File: config.mk
export PLATFORM = sky130hd
export DESIGN_NAME = pasm_mac
export DESIGN_NICKNAME = d
export VERILOG_FILES = /design/src/hdl/pasm_pkg.sv /design/src/hdl/pasm_mac.sv
export SDC_FILE = /design/constraint.sdc
export NUM_CORES = 2
export LEC_CHECK = 0
export ABC_AREA = 1
export BUFFER_PORTS_ARGS = -buffer_cell sky130_fd_sc_hd__buf_2
export CAP_MARGIN = 20
export CORE_UTILIZATION = 45
export CTS_CLUSTER_SIZE = 40
export DETAILED_ROUTE_END_ITERATION = 8
export PLACE_DENSITY = 0.57
export SYNTH_ARGS = -nofsm -noshare
export SYNTH_HDL_FRONTEND = slang
export SYNTH_SLANG_ARGS = --single-unit
File: constraint.sdc
create_clock -name clk -period 6.8 [get_ports clk]
set_clock_uncertainty 0.2 [all_clocks]
set_input_delay 0.34 -clock clk [delete_from_list [all_inputs] [get_ports clk]]
set_output_delay 0.34 -clock clk [all_outputs]
set_load 0.02 [all_outputs]
File: src/hdl/pasm_pkg.sv
// Package for the polynomial add / subtract / multiply core.
// Holds sizes, operation and mode codes, sequencer states, control structs
// and saturation helpers. No dependencies.
package pasm_pkg;

  localparam int COEF_W   = 16;
  localparam int EXP_W    = 5;
  localparam int NUM_EXP  = 32;
  localparam int PEXP_W   = 6;
  localparam int NUM_PEXP = 2 * NUM_EXP - 1;
  localparam int PROD_W   = 2 * COEF_W;
  localparam int OUT_W    = 38;

  localparam logic [EXP_W-1:0]  EXP_TOP  = EXP_W'(NUM_EXP - 1);
  localparam logic [PEXP_W-1:0] PEXP_TOP = PEXP_W'(NUM_PEXP - 1);

  // Request operation codes
  typedef enum logic [1:0] {
    OP_LOAD_A = 2'd0,
    OP_LOAD_B = 2'd1,
    OP_RUN    = 2'd2,
    OP_CLEAR  = 2'd3
  } oper_t;

  // Run mode register codes
  typedef enum logic [1:0] {
    MODE_ADD  = 2'd0,
    MODE_SUB  = 2'd1,
    MODE_MUL  = 2'd2,
    MODE_NONE = 2'd3
  } mode_t;

  // Sequencer states
  typedef enum logic [6:0] {
    S_IDLE      = 7'b0000001,
    S_ADD_SCAN  = 7'b0000010,
    S_MUL_PAIR  = 7'b0000100,
    S_MUL_ACC   = 7'b0001000,
    S_PROD_SCAN = 7'b0010000,
    S_PROD_OUT  = 7'b0100000,
    S_EMPTY     = 7'b1000000
  } state_t;

  // Term store load / clear controls
  typedef struct packed {
    logic                     load_a;
    logic                     load_b;
    logic                     clear;
    logic signed [COEF_W-1:0] coef;
  } ld_ctrl_t;

  // Multiply-accumulate unit controls
  typedef struct packed {
    logic              clear;
    logic              mul;
    logic              acc;
    logic              rd;
    logic [PEXP_W-1:0] addr;
  } mac_ctrl_t;

  // Saturate a one-bit-grown sum to the coefficient range
  function automatic logic signed [COEF_W-1:0] sat_coef(input logic signed [COEF_W:0] v);
    logic signed [COEF_W-1:0] r;
    if (v[COEF_W] != v[COEF_W-1]) begin
      r = v[COEF_W] ? {1'b1, {(COEF_W-1){1'b0}}} : {1'b0, {(COEF_W-1){1'b1}}};
    end else begin
      r = v[COEF_W-1:0];
    end
    return r;
  endfunction

  // Saturate a one-bit-grown sum to the result range
  function automatic logic signed [OUT_W-1:0] sat_out(input logic signed [OUT_W:0] v);
    logic signed [OUT_W-1:0] r;
    if (v[OUT_W] != v[OUT_W-1]) begin
      r = v[OUT_W] ? {1'b1, {(OUT_W-1){1'b0}}} : {1'b0, {(OUT_W-1){1'b1}}};
    end else begin
      r = v[OUT_W-1:0];
    end
    return r;
  endfunction

endpackage

File: src/hdl/pasm_mac.sv
// Shared multiply-accumulate unit: one multiplier, product accumulator
// memory with presence marks and saturating add. Depends on pasm_pkg.
module pasm_mac (
  input  logic                                 clk,
  input  logic                                 rst,
  input  pasm_pkg::mac_ctrl_t                  ctrl,
  input  logic signed [pasm_pkg::COEF_W-1:0]   a_coef,
  input  logic signed [pasm_pkg::COEF_W-1:0]   b_coef,
  output logic signed [pasm_pkg::OUT_W-1:0]    rdata,
  output logic [pasm_pkg::NUM_PEXP-1:0]        prod_present
);
  import pasm_pkg::*;

  logic signed [OUT_W-1:0]  acc_mem [NUM_PEXP];
  logic signed [OUT_W-1:0]  rd_q;
  logic [PEXP_W-1:0]        addr_q;
  logic signed [PROD_W-1:0] prod;
  logic signed [OUT_W:0]    acc_sum;

  // Entry not yet written in this run reads as zero
  assign rdata   = prod_present[addr_q] ? rd_q : '0;
  assign acc_sum = (OUT_W+1)'(rdata) + (OUT_W+1)'(prod);

  // Register the product and read the accumulator entry
  always_ff @(posedge clk) begin
    if (ctrl.mul) prod <= a_coef * b_coef;
    if (ctrl.mul || ctrl.rd) begin
      rd_q   <= acc_mem[ctrl.addr];
      addr_q <= ctrl.addr;
    end
    if (ctrl.acc) acc_mem[addr_q] <= sat_out(acc_sum);
  end

  // Presence marks per product exponent
  always_ff @(posedge clk) begin
    if (rst || ctrl.clear) begin
      prod_present <= '0;
    end else if (ctrl.acc) begin
      prod_present[addr_q] <= 1'b1;
    end
  end

  // Accumulate only follows a multiply of the same pair
  a_acc_after_mul: assert property (@(posedge clk) disable iff (rst)
    ctrl.acc |-> $past(ctrl.mul))
    else $error("accumulate without preceding multiply");

  // Never multiply or read in the same cycle as a write back
  a_mul_acc_excl: assert property (@(posedge clk) disable iff (rst)
    ctrl.acc |-> !ctrl.mul && !ctrl.rd)
    else $error("accumulate overlaps a read");

endmodule
==> out/summary.txt <==
final worst slack - 1.06 ns
hold slack - 0.0557 ns
type of the worst min-delay path - input pin to flip-flop
Reg2Reg Setup Slack - 1.06 ns
cell count after placement - 12600
layout cells sized above 1 - 0.0846
CTS buffer count - 277
Detail Route Antenna Nets - 0
setup_tns - 0 ns
r2r endpoint - acc_mem[17][12]
Syn Area/Cell - 11.8 µm²
DRT iter0 DRCs - 9301
number of global-route vias before repair - 72000
via count - 76900
peak supply drop - 0.639 mV
Worst Path Arrival - 6.22 ns
worst stage delay on the critical path - 0.52 ns
Vias/cell - 5.87
largest cells by area after synthesis - edfxtp_1, o21ai_0, fa_1
P_leak - 0.0449 µW
count of cell types in the netlist - 50
post-synth top area share - 0.660
Mapped Cells - 9558
status - finished, final reports clean
post-synthesis cell area - 112000 µm²
leading area contributor after synthesis - edfxtp_1
CORE AREA - 248000 µm²
Clock Latency Late Sink - 0.93 ns
Total GRT Usage - 0.283
Non-Filler Instances - 13100
synth warn - 0
WHS Endpoint - prod[1]
final hold viol count - 0
row count - 183
worst hold path startpoint - b_coef[1]
worst reg2reg path depth - 22
clk root buf - clkbuf_16
GP Congestion - 0.927
CP max FO - 63
initial antenna violation count - 24
grt total ovfl - 0
DP Wirelength - 200000 µm
RSZ-0062 raised after global routing - false
H-tree levels - 5
period utilisation layout - 0.844
DR pass1 iterations - 6
pin count of the biggest net entering global routing - 234
worst slack at placement - 0.621 ns
Slew @ Worst Pin - 1.15 ns
Die H - 502 µm
Seq/Total Area, Yosys - 0.671
most common cell after layout, fill and taps aside - edfxtp_1
first-pass GRT wire length - 513000 µm
FF+latch count, synth - 2533
Final Core Density - 0.507
worst rel slew slack - 0.234
CP Capture Type - flip-flop
clock-pin slew on the worst setup and hold paths - 0.06 ns
PostCTS Resize Cnt - 0
clk buf depth - 4
final net count - 10000
max cap viols - 0
routed wire length - 360000 µm
Crit Reg-Reg Startpoint - addr_q[1]
Syn Nets - 9985
hold path cells - 4
FMAX - 174 MHz
Worst EP required - 7.28 ns
crit path time final - 5.74 ns
input/output buffers - 144
die area - 252000 µm²
I/O pin cnt - 145
max-slew violations - 0
wire length per cell - 27.5 µm
kind of critical path - flip-flop to flip-flop
die width - 502 µm
TritonCTS clock tree - built
starting density of the core - 0.452
CTS sink count - 2533
most frequent cells in the layout - edfxtp_1, nor2_1, nand2_1
cell repeated most along the worst path - nand2_1
number of remaining DRC errors - 0
critical path cell sequence - inv_2 > nand3_1 > inv_2 > o2bb2ai_1 > nor2_1 > nand4_1 > nand2_1 > nand2_1 > nor2_4 > buf_12 > a21boi_1 > ha_1 > inv_1 > fa_1 > o21ai_2 > buf_4 > inv_1 > o211ai_1 > xor2_1 > nand2_1 > nand2_2 > buf_12
highest-delay cell along the critical path - fa_1
postcts setup bufs - 0
Power Density - 420 nW/µm²
area delta synth->final - 12.1%
endpoints failing setup - 0
Worst Setup Start Kind - flip-flop
[registers in the layout, indices dropped and copies added, names as in the netlist]
| signal | cells |
|---|---|
| rd_q | 38 |
| acc_mem | 2394 |
| prod_present | 63 |
| prod | 32 |
| addr_q | 6 |
[cell type report]
class	count	area (µm²)
repair buffers	352	3200
well taps	3330	4170
flip-flops and latches	2533	75400
clock inverters	101	743
clock buffers	355	7450
fillers	21600	123000
multi-input cells	5816	32600
diodes	12	30.0
inverters	607	2320
[through the flow]
stage	total power, µW	cell area (µm²)
after floorplan	32200	112000
after global placement	39400	118000
after detailed placement	39400	118000
after CTS	53300	126000
after global routing	55500	126000
final	52900	126000
[how the worst max path moves through the flow]
stage,startpoint,endpoint,slack (ns),cells after the start
after floorplan,b_coef[3],prod[29],0.87,24
after global placement,b_coef[1],prod[29],0.59,23
after detailed placement,b_coef[1],prod[29],0.62,23
after CTS,addr_q[1],acc_mem[26][12],1.27,22
after global routing,addr_q[1],acc_mem[9][35],0.78,24
final,addr_q[1],acc_mem[17][12],1.06,22
[critical path: cells and delay by family, from the launching register on]
| kind | cells | cell delay, ns |
|---|---|---|
| fa+ha+maj | 2 | 0.86 |
| buf+inv | 7 | 1.16 |
| flops | 1 | 0.49 |
| simple gates | 8 | 1.02 |
| compound gates | 4 | 1.09 |
| xor+xnor | 1 | 0.49 |
[report_power, final]
part	leakage [µW]	internal [µW]	switching [µW]
clock network	0.00401	8090	5880
registers	0.0228	21400	191
logic	0.0181	5020	12300
total	0.0449	34500	18400
[cells by family (layout without fill, tap and decap cells)]
group,after synthesis,after routing,synth area share
AOI/OAI and AO/OA,2062,2062,0.101
xor gates and xnor gates,56,56,0.00437
adders and majority gates,383,383,0.0602
buffers and inverters,1209,1415,0.0440
DFF,2533,2533,0.671
other,0,12,0
and+or+nand+nor,3315,3315,0.119
[layer usage]
layer  vias up  wire length (µm)  track usage
met5         -                46            0
met4        10             13800        0.104
met3       596             32200       0.0473
met2      3569            167000        0.443
met1     39000            148000        0.397
li1      33800                 -            -
[repair_timing]
| action | in CTS | in global routing |
|---|---|---|
| hold endpoints to repair | 38 | 0 |
| hold buffers | 4 | 0 |
| endpoints found under the setup margin | 0 | 0 |
[Yosys cell counts, drive strengths merged]
master and number:
o22ai 533, nor2 1400, nand3b 5, a211oi 1, edfxtp 2470, or2 12
o31ai 1, xnor2 18, nand2 1298, a21oi 183, clkbuf 353, a31oi 37
clkinv 1, inv 606, nand3 554, and2 1, nor3 23, o2bb2ai 2
o2111ai 2, nor4 2, o221ai 1, a21o 11, fa 263, dfxtp 63
buf 249, a22oi 3, a31o 1, a21boi 73, ha 120, xor2 38
o21ai 1170, o211ai 31, nand4 20, o21bai 13
Power figures use the tool's default switching activity.
