**config.mk**
```make
export PLATFORM = sky130hd
export DESIGN_NAME = pasm_store
export DESIGN_NICKNAME = d
export VERILOG_FILES = /design/src/hdl/pasm_pkg.sv /design/src/hdl/pasm_store.sv
export SDC_FILE = /design/constraint.sdc
export NUM_CORES = 1
export LEC_CHECK = 0
export BUFFER_PORTS_ARGS = -buffer_cell sky130_fd_sc_hd__buf_2
export CAP_MARGIN = 30
export CORE_AREA = 2 2 296 298
export DETAILED_ROUTE_END_ITERATION = 7
export DIE_AREA = 0 0 298 300
export PLACE_DENSITY = 0.63
export SYNTH_ARGS = -nofsm -noshare
export SYNTH_HDL_FRONTEND = slang
export SYNTH_SLANG_ARGS = --single-unit
```
**constraint.sdc**
```tcl
create_clock -name clk -period 10.9 [get_ports clk]
set_input_delay 0.545 -clock clk [delete_from_list [all_inputs] [get_ports clk]]
set_output_delay 0.545 -clock clk [all_outputs]
set_load 0.02 [all_outputs]
```
**src/hdl/pasm_pkg.sv**
```systemverilog
// Package for the polynomial add / subtract / multiply core.
// Holds sizes, operation and mode codes, sequencer states, control structs
// and saturation helpers. No dependencies.
package pasm_pkg;

  localparam int COEF_W   = 16;
  localparam int EXP_W    = 5;
  localparam int NUM_EXP  = 32;
  localparam int PEXP_W   = 6;
  localparam int NUM_PEXP = 2 * NUM_EXP - 1;
  localparam int PROD_W   = 2 * COEF_W;
  localparam int OUT_W    = 38;

  localparam logic [EXP_W-1:0]  EXP_TOP  = EXP_W'(NUM_EXP - 1);
  localparam logic [PEXP_W-1:0] PEXP_TOP = PEXP_W'(NUM_PEXP - 1);

  // Request operation codes
  typedef enum logic [1:0] {
    OP_LOAD_A = 2'd0,
    OP_LOAD_B = 2'd1,
    OP_RUN    = 2'd2,
    OP_CLEAR  = 2'd3
  } oper_t;

  // Run mode register codes
  typedef enum logic [1:0] {
    MODE_ADD  = 2'd0,
    MODE_SUB  = 2'd1,
    MODE_MUL  = 2'd2,
    MODE_NONE = 2'd3
  } mode_t;

  // Sequencer states
  typedef enum logic [6:0] {
    S_IDLE      = 7'b0000001,
    S_ADD_SCAN  = 7'b0000010,
    S_MUL_PAIR  = 7'b0000100,
    S_MUL_ACC   = 7'b0001000,
    S_PROD_SCAN = 7'b0010000,
    S_PROD_OUT  = 7'b0100000,
    S_EMPTY     = 7'b1000000
  } state_t;

  // Term store load / clear controls
  typedef struct packed {
    logic                     load_a;
    logic                     load_b;
    logic                     clear;
    logic signed [COEF_W-1:0] coef;
  } ld_ctrl_t;

  // Multiply-accumulate unit controls
  typedef struct packed {
    logic              clear;
    logic              mul;
    logic              acc;
    logic              rd;
    logic [PEXP_W-1:0] addr;
  } mac_ctrl_t;

  // Saturate a one-bit-grown sum to the coefficient range
  function automatic logic signed [COEF_W-1:0] sat_coef(input logic signed [COEF_W:0] v);
    logic signed [COEF_W-1:0] r;
    if (v[COEF_W] != v[COEF_W-1]) begin
      r = v[COEF_W] ? {1'b1, {(COEF_W-1){1'b0}}} : {1'b0, {(COEF_W-1){1'b1}}};
    end else begin
      r = v[COEF_W-1:0];
    end
    return r;
  endfunction

  // Saturate a one-bit-grown sum to the result range
  function automatic logic signed [OUT_W-1:0] sat_out(input logic signed [OUT_W:0] v);
    logic signed [OUT_W-1:0] r;
    if (v[OUT_W] != v[OUT_W-1]) begin
      r = v[OUT_W] ? {1'b1, {(OUT_W-1){1'b0}}} : {1'b0, {(OUT_W-1){1'b1}}};
    end else begin
      r = v[OUT_W-1:0];
    end
    return r;
  endfunction

endpackage

```
**src/hdl/pasm_store.sv**
```systemverilog
// Term stores for polynomials A and B: per-exponent coefficients with
// presence marks, saturating accumulate on load. Depends on pasm_pkg.
module pasm_store (
  input  logic                                   clk,
  input  logic                                   rst,
  input  pasm_pkg::ld_ctrl_t                     ld,
  input  logic [pasm_pkg::EXP_W-1:0]             idx_a,
  input  logic [pasm_pkg::EXP_W-1:0]             idx_b,
  output logic signed [pasm_pkg::COEF_W-1:0]     a_coef,
  output logic signed [pasm_pkg::COEF_W-1:0]     b_coef,
  output logic [pasm_pkg::NUM_EXP-1:0]           a_present,
  output logic [pasm_pkg::NUM_EXP-1:0]           b_present
);
  import pasm_pkg::*;

  logic signed [COEF_W-1:0] a_mem [NUM_EXP];
  logic signed [COEF_W-1:0] b_mem [NUM_EXP];
  logic signed [COEF_W:0]   a_sum;
  logic signed [COEF_W:0]   b_sum;

  // Read one entry per store; an absent exponent reads as zero
  assign a_coef = a_present[idx_a] ? a_mem[idx_a] : '0;
  assign b_coef = b_present[idx_b] ? b_mem[idx_b] : '0;

  // Accumulate the loaded term onto the stored coefficient
  assign a_sum = (COEF_W+1)'(a_coef) + (COEF_W+1)'(ld.coef);
  assign b_sum = (COEF_W+1)'(b_coef) + (COEF_W+1)'(ld.coef);

  // Presence marks
  always_ff @(posedge clk) begin
    if (rst || ld.clear) begin
      a_present <= '0;
      b_present <= '0;
    end else begin
      if (ld.load_a) a_present[idx_a] <= 1'b1;
      if (ld.load_b) b_present[idx_b] <= 1'b1;
    end
  end

  // Coefficient storage
  always_ff @(posedge clk) begin
    if (ld.load_a) a_mem[idx_a] <= sat_coef(a_sum);
    if (ld.load_b) b_mem[idx_b] <= sat_coef(b_sum);
  end

endmodule

```
==> run summary <==
global-route wire length before repair: 163000 um
number of nets produced by synthesis: 2130
Max Root-Sink Buffers: 3
Final Net Count: 2354
data arrival at the endpoint of the critical path: 6.70 ns
antenna cells: 0
Skew-Pair Late Insertion Delay: 0.70 ns
post-synthesis sequential element count: 1088
warnings from Yosys: 0
CTS tree: yes
area enclosed by the die boundary: 89400 um^2
total wire length after detailed routing: 114000 um
Post-DRT Antenna Nets: 0
VDD IR-drop max: 141 uV
CP Buf/Inv Count: 3
Synth async-reset ratio: 0
max-capacitance violation count: 0
part of the power in the clock network: 0.431
detailed-router iteration count before antenna repair: 5
number of antenna violations at the first check in global routing: 1
clk sink count: 1088
Die Span Y: 300 um
series of cell instances along the critical path: buf_6, buf_4, mux4_2, a22o_1, a221oi_1, a31oi_1, ha_1, inv_1, fa_1, nor2b_1, o2111ai_1, a21oi_1, o21ai_0, a31oi_1, nand2_1, nand2_1
synth-to-layout area growth: 15.7%
final setup skew: 0.0461 ns
unrepaired setup endpoints after global routing: false
critical path data required time: 11.27 ns
Startpoint Class: input pin
DRC violation count after routing: 0
clock transition time at the flip-flop clock pins of the worst setup and hold paths: 0.07 ns
detailed router's first-iteration violation count: 2606
library cells used by synthesis: 62
most repeated cell in the gate-level netlist after synthesis: sky130_fd_sc_hd__edfxtp_1
number of instances in the synthesized netlist: 2065
post-synth top area share: 0.718
cell taking the most area after synthesis: sky130_fd_sc_hd__edfxtp_1
chip width: 298 um
leftover overflow at the end of global routing: 0
Core Area: 86200 um^2
HPWL after DPL: 67400 um
root cell of the clock tree: sky130_fd_sc_hd__clkbuf_16
detail-routed via count per cell: 6.46
combined area of all synthesized cells: 42800 um^2
run status: finished, final reports clean
Max Slew Vio Count: 0
final setup violating endpoints: 0
maximum number of pins on one net before global-route repair: 89
switching power of the nets: 1890 uW
kind of critical path: input pin to register
Power Total: 8950 uW
average wire per cell in the routed design: 32.3 um
overall routing resource usage: 0.256
post-CTS resize count: 0
number of enable-type register cells in the synthesized netlist: 1024
Cell Int Power: 7050 uW
type of element capturing the critical path: register
share of post-route cells with drive strength above 1: 0.326
static leakage: 0.0160 uW
transition at the pin with the smallest max-transition slack: 1.08 ns
Primary FF master, synth: sky130_fd_sc_hd__edfxtp_1
post-CTS setup buffer count: 0
Inserted Clock Buffers: 109
part of the total power dissipated in combinational logic: 0.051
Slowest Stage Delay on Critical Path: 0.93 ns
initial core utilization: 0.497
Flop pwr share: 0.518
CP delay by family, top: simple AND/OR/NAND/NOR gates
relative max-transition margin: 0.277
Critical-path top delay cell: sky130_fd_sc_hd__nand2_1
average cell area after synthesis: 20.7 um^2
number of H-tree branching levels: 3
portion of the clock cycle consumed by the worst path in the final layout: 0.580
fillcell total: 6355
hold buffer count at cts: 0
maximum operating frequency: 0.158 GHz
final critical-path required period: 6.33 ns
number of vias in the routed layout: 22900
largest cells by area after synthesis: sky130_fd_sc_hd__edfxtp_1 72%, sky130_fd_sc_hd__mux4_2 14%, sky130_fd_sc_hd__dfxtp_1 3.0%
gp weighted congestion: 0.854
sequential share of the synthesized area: 0.748
count of input and output buffers: 126
most frequent cells after synthesis: 1024 x sky130_fd_sc_hd__edfxtp_1, 272 x sky130_fd_sc_hd__mux4_2, 84 x sky130_fd_sc_hd__nor2_1
count of pins on the block boundary: 127
switching power as a share of total power: 0.212
via count of the first global-routing pass: 22700
FP Rows: 108
largest fanout of any net on the critical path: 88
class of the worst hold path: register to register
count of final hold-check violations: 0
power per standard cell area: 180 nW/um^2
post-route setup TNS: 0 ns
power by group through the flow:
| stage | combinational [uW] | clock, uW | sequential [uW] |
|---|---|---|---|
| after floorplan | 272 | 0 | 4730 |
| after global placement | 421 | 0 | 4720 |
| after detailed placement | 441 | 0 | 4730 |
| after CTS | 442 | 3910 | 4640 |
| after global routing | 480 | 4090 | 4640 |
| final | 452 | 3860 | 4640 |
through the flow:
| stage | util | cells | area, um^2 | worst slack (ns) | hold slack (ns) |
|---|---|---|---|---|---|
| after CTS | 0.573 | 3531 | 49400 | 4.49 | 0.488 |
| after global placement | 0.527 | 3307 | 45400 | 3.88 | 0.466 |
| after floorplan | - | 2065 | 42800 | 5.37 | 0.605 |
| after detailed placement | 0.530 | 3324 | 45700 | 3.71 | 0.472 |
| after global routing | 0.575 | 3540 | 49600 | 4.25 | 0.507 |
| final | 0.575 | 3540 | 49600 | 4.57 | 0.483 |
area by class of cell:
| type | instances | area, um^2 | area share |
|---|---|---|---|
| tap | 1155 | 1450 | 0.0291 |
| clock buffer | 141 | 2890 | 0.0583 |
| inverter | 9 | 33.8 | 0.000681 |
| sequential | 1088 | 32000 | 0.646 |
| timing repair buffer | 224 | 1670 | 0.0337 |
| clock inverter | 66 | 825 | 0.0166 |
| multi-input combinational | 857 | 10700 | 0.216 |
cells by family after synthesis:
family / after synthesis / share of synthesized area
compound gates: 341 / 0.0590
xor+xnor: 27 / 0.00552
fa+ha+maj: 36 / 0.0107
buf+inv: 120 / 0.0131
flops: 1088 / 0.748
mux: 273 / 0.143
simple gates: 180 / 0.0206
per-layer routing:
metal | track usage | routed length (um)
met3 | 0.0522 | 11200
met1 | 0.392 | 48900
met2 | 0.382 | 51600
met5 | 0 | 0
met4 | 0.0635 | 2450
worst register-to-register path, cell delays in order (launching register included):
cell and delay [ns]:
sky130_fd_sc_hd__edfxtp_1 0.37, sky130_fd_sc_hd__mux4_2 0.47, sky130_fd_sc_hd__a22o_1 0.25, sky130_fd_sc_hd__a221oi_1 0.78
sky130_fd_sc_hd__a31oi_1 0.24, sky130_fd_sc_hd__ha_1 0.43, sky130_fd_sc_hd__a21oi_1 0.11, sky130_fd_sc_hd__o21ai_0 0.33
sky130_fd_sc_hd__a221o_1 0.23, sky130_fd_sc_hd__nand2_1 0.06, sky130_fd_sc_hd__a31oi_1 0.39, sky130_fd_sc_hd__nand2_1 0.65
sky130_fd_sc_hd__nand2_1 0.93
cell usage in the layout (no fill, tap or decap), types with 16 or more instances in the layout:
master / instances
sky130_fd_sc_hd__a21oi_1: 26
sky130_fd_sc_hd__a21oi_2: 21
sky130_fd_sc_hd__a221oi_1: 31
sky130_fd_sc_hd__a22o_1: 31
sky130_fd_sc_hd__a22oi_1: 74
sky130_fd_sc_hd__a31oi_1: 32
sky130_fd_sc_hd__buf_2: 122
sky130_fd_sc_hd__buf_4: 73
sky130_fd_sc_hd__bufinv_16: 16
sky130_fd_sc_hd__clkbuf_1: 29
sky130_fd_sc_hd__clkbuf_16: 111
sky130_fd_sc_hd__clkinv_1: 17
sky130_fd_sc_hd__clkinv_2: 21
sky130_fd_sc_hd__dfxtp_1: 64
sky130_fd_sc_hd__edfxtp_1: 1024
sky130_fd_sc_hd__ha_1: 32
sky130_fd_sc_hd__mux4_2: 272
sky130_fd_sc_hd__nand2_1: 27
sky130_fd_sc_hd__nor2_2: 37
sky130_fd_sc_hd__nor2_4: 33
sky130_fd_sc_hd__o21a_1: 69
state kept, by name, summed over array words and instances, names as in the netlist:
signal / cells
a_mem: 512
b_mem: 512
a_present: 32
b_present: 32
worst paths after layout:
check,start,end,slack [ns],depth (start not counted)
setup / recovery,idx_a[1],a_mem[29][0],4.57,16
hold / removal,b_present[14],b_present[14],0.48,1
setup reg to reg,a_mem[3][9],a_mem[29][0],5.33,12
hold reg to reg,b_present[14],b_present[14],0.48,1
No activity file was read; power rests on OpenSTA's default activity.
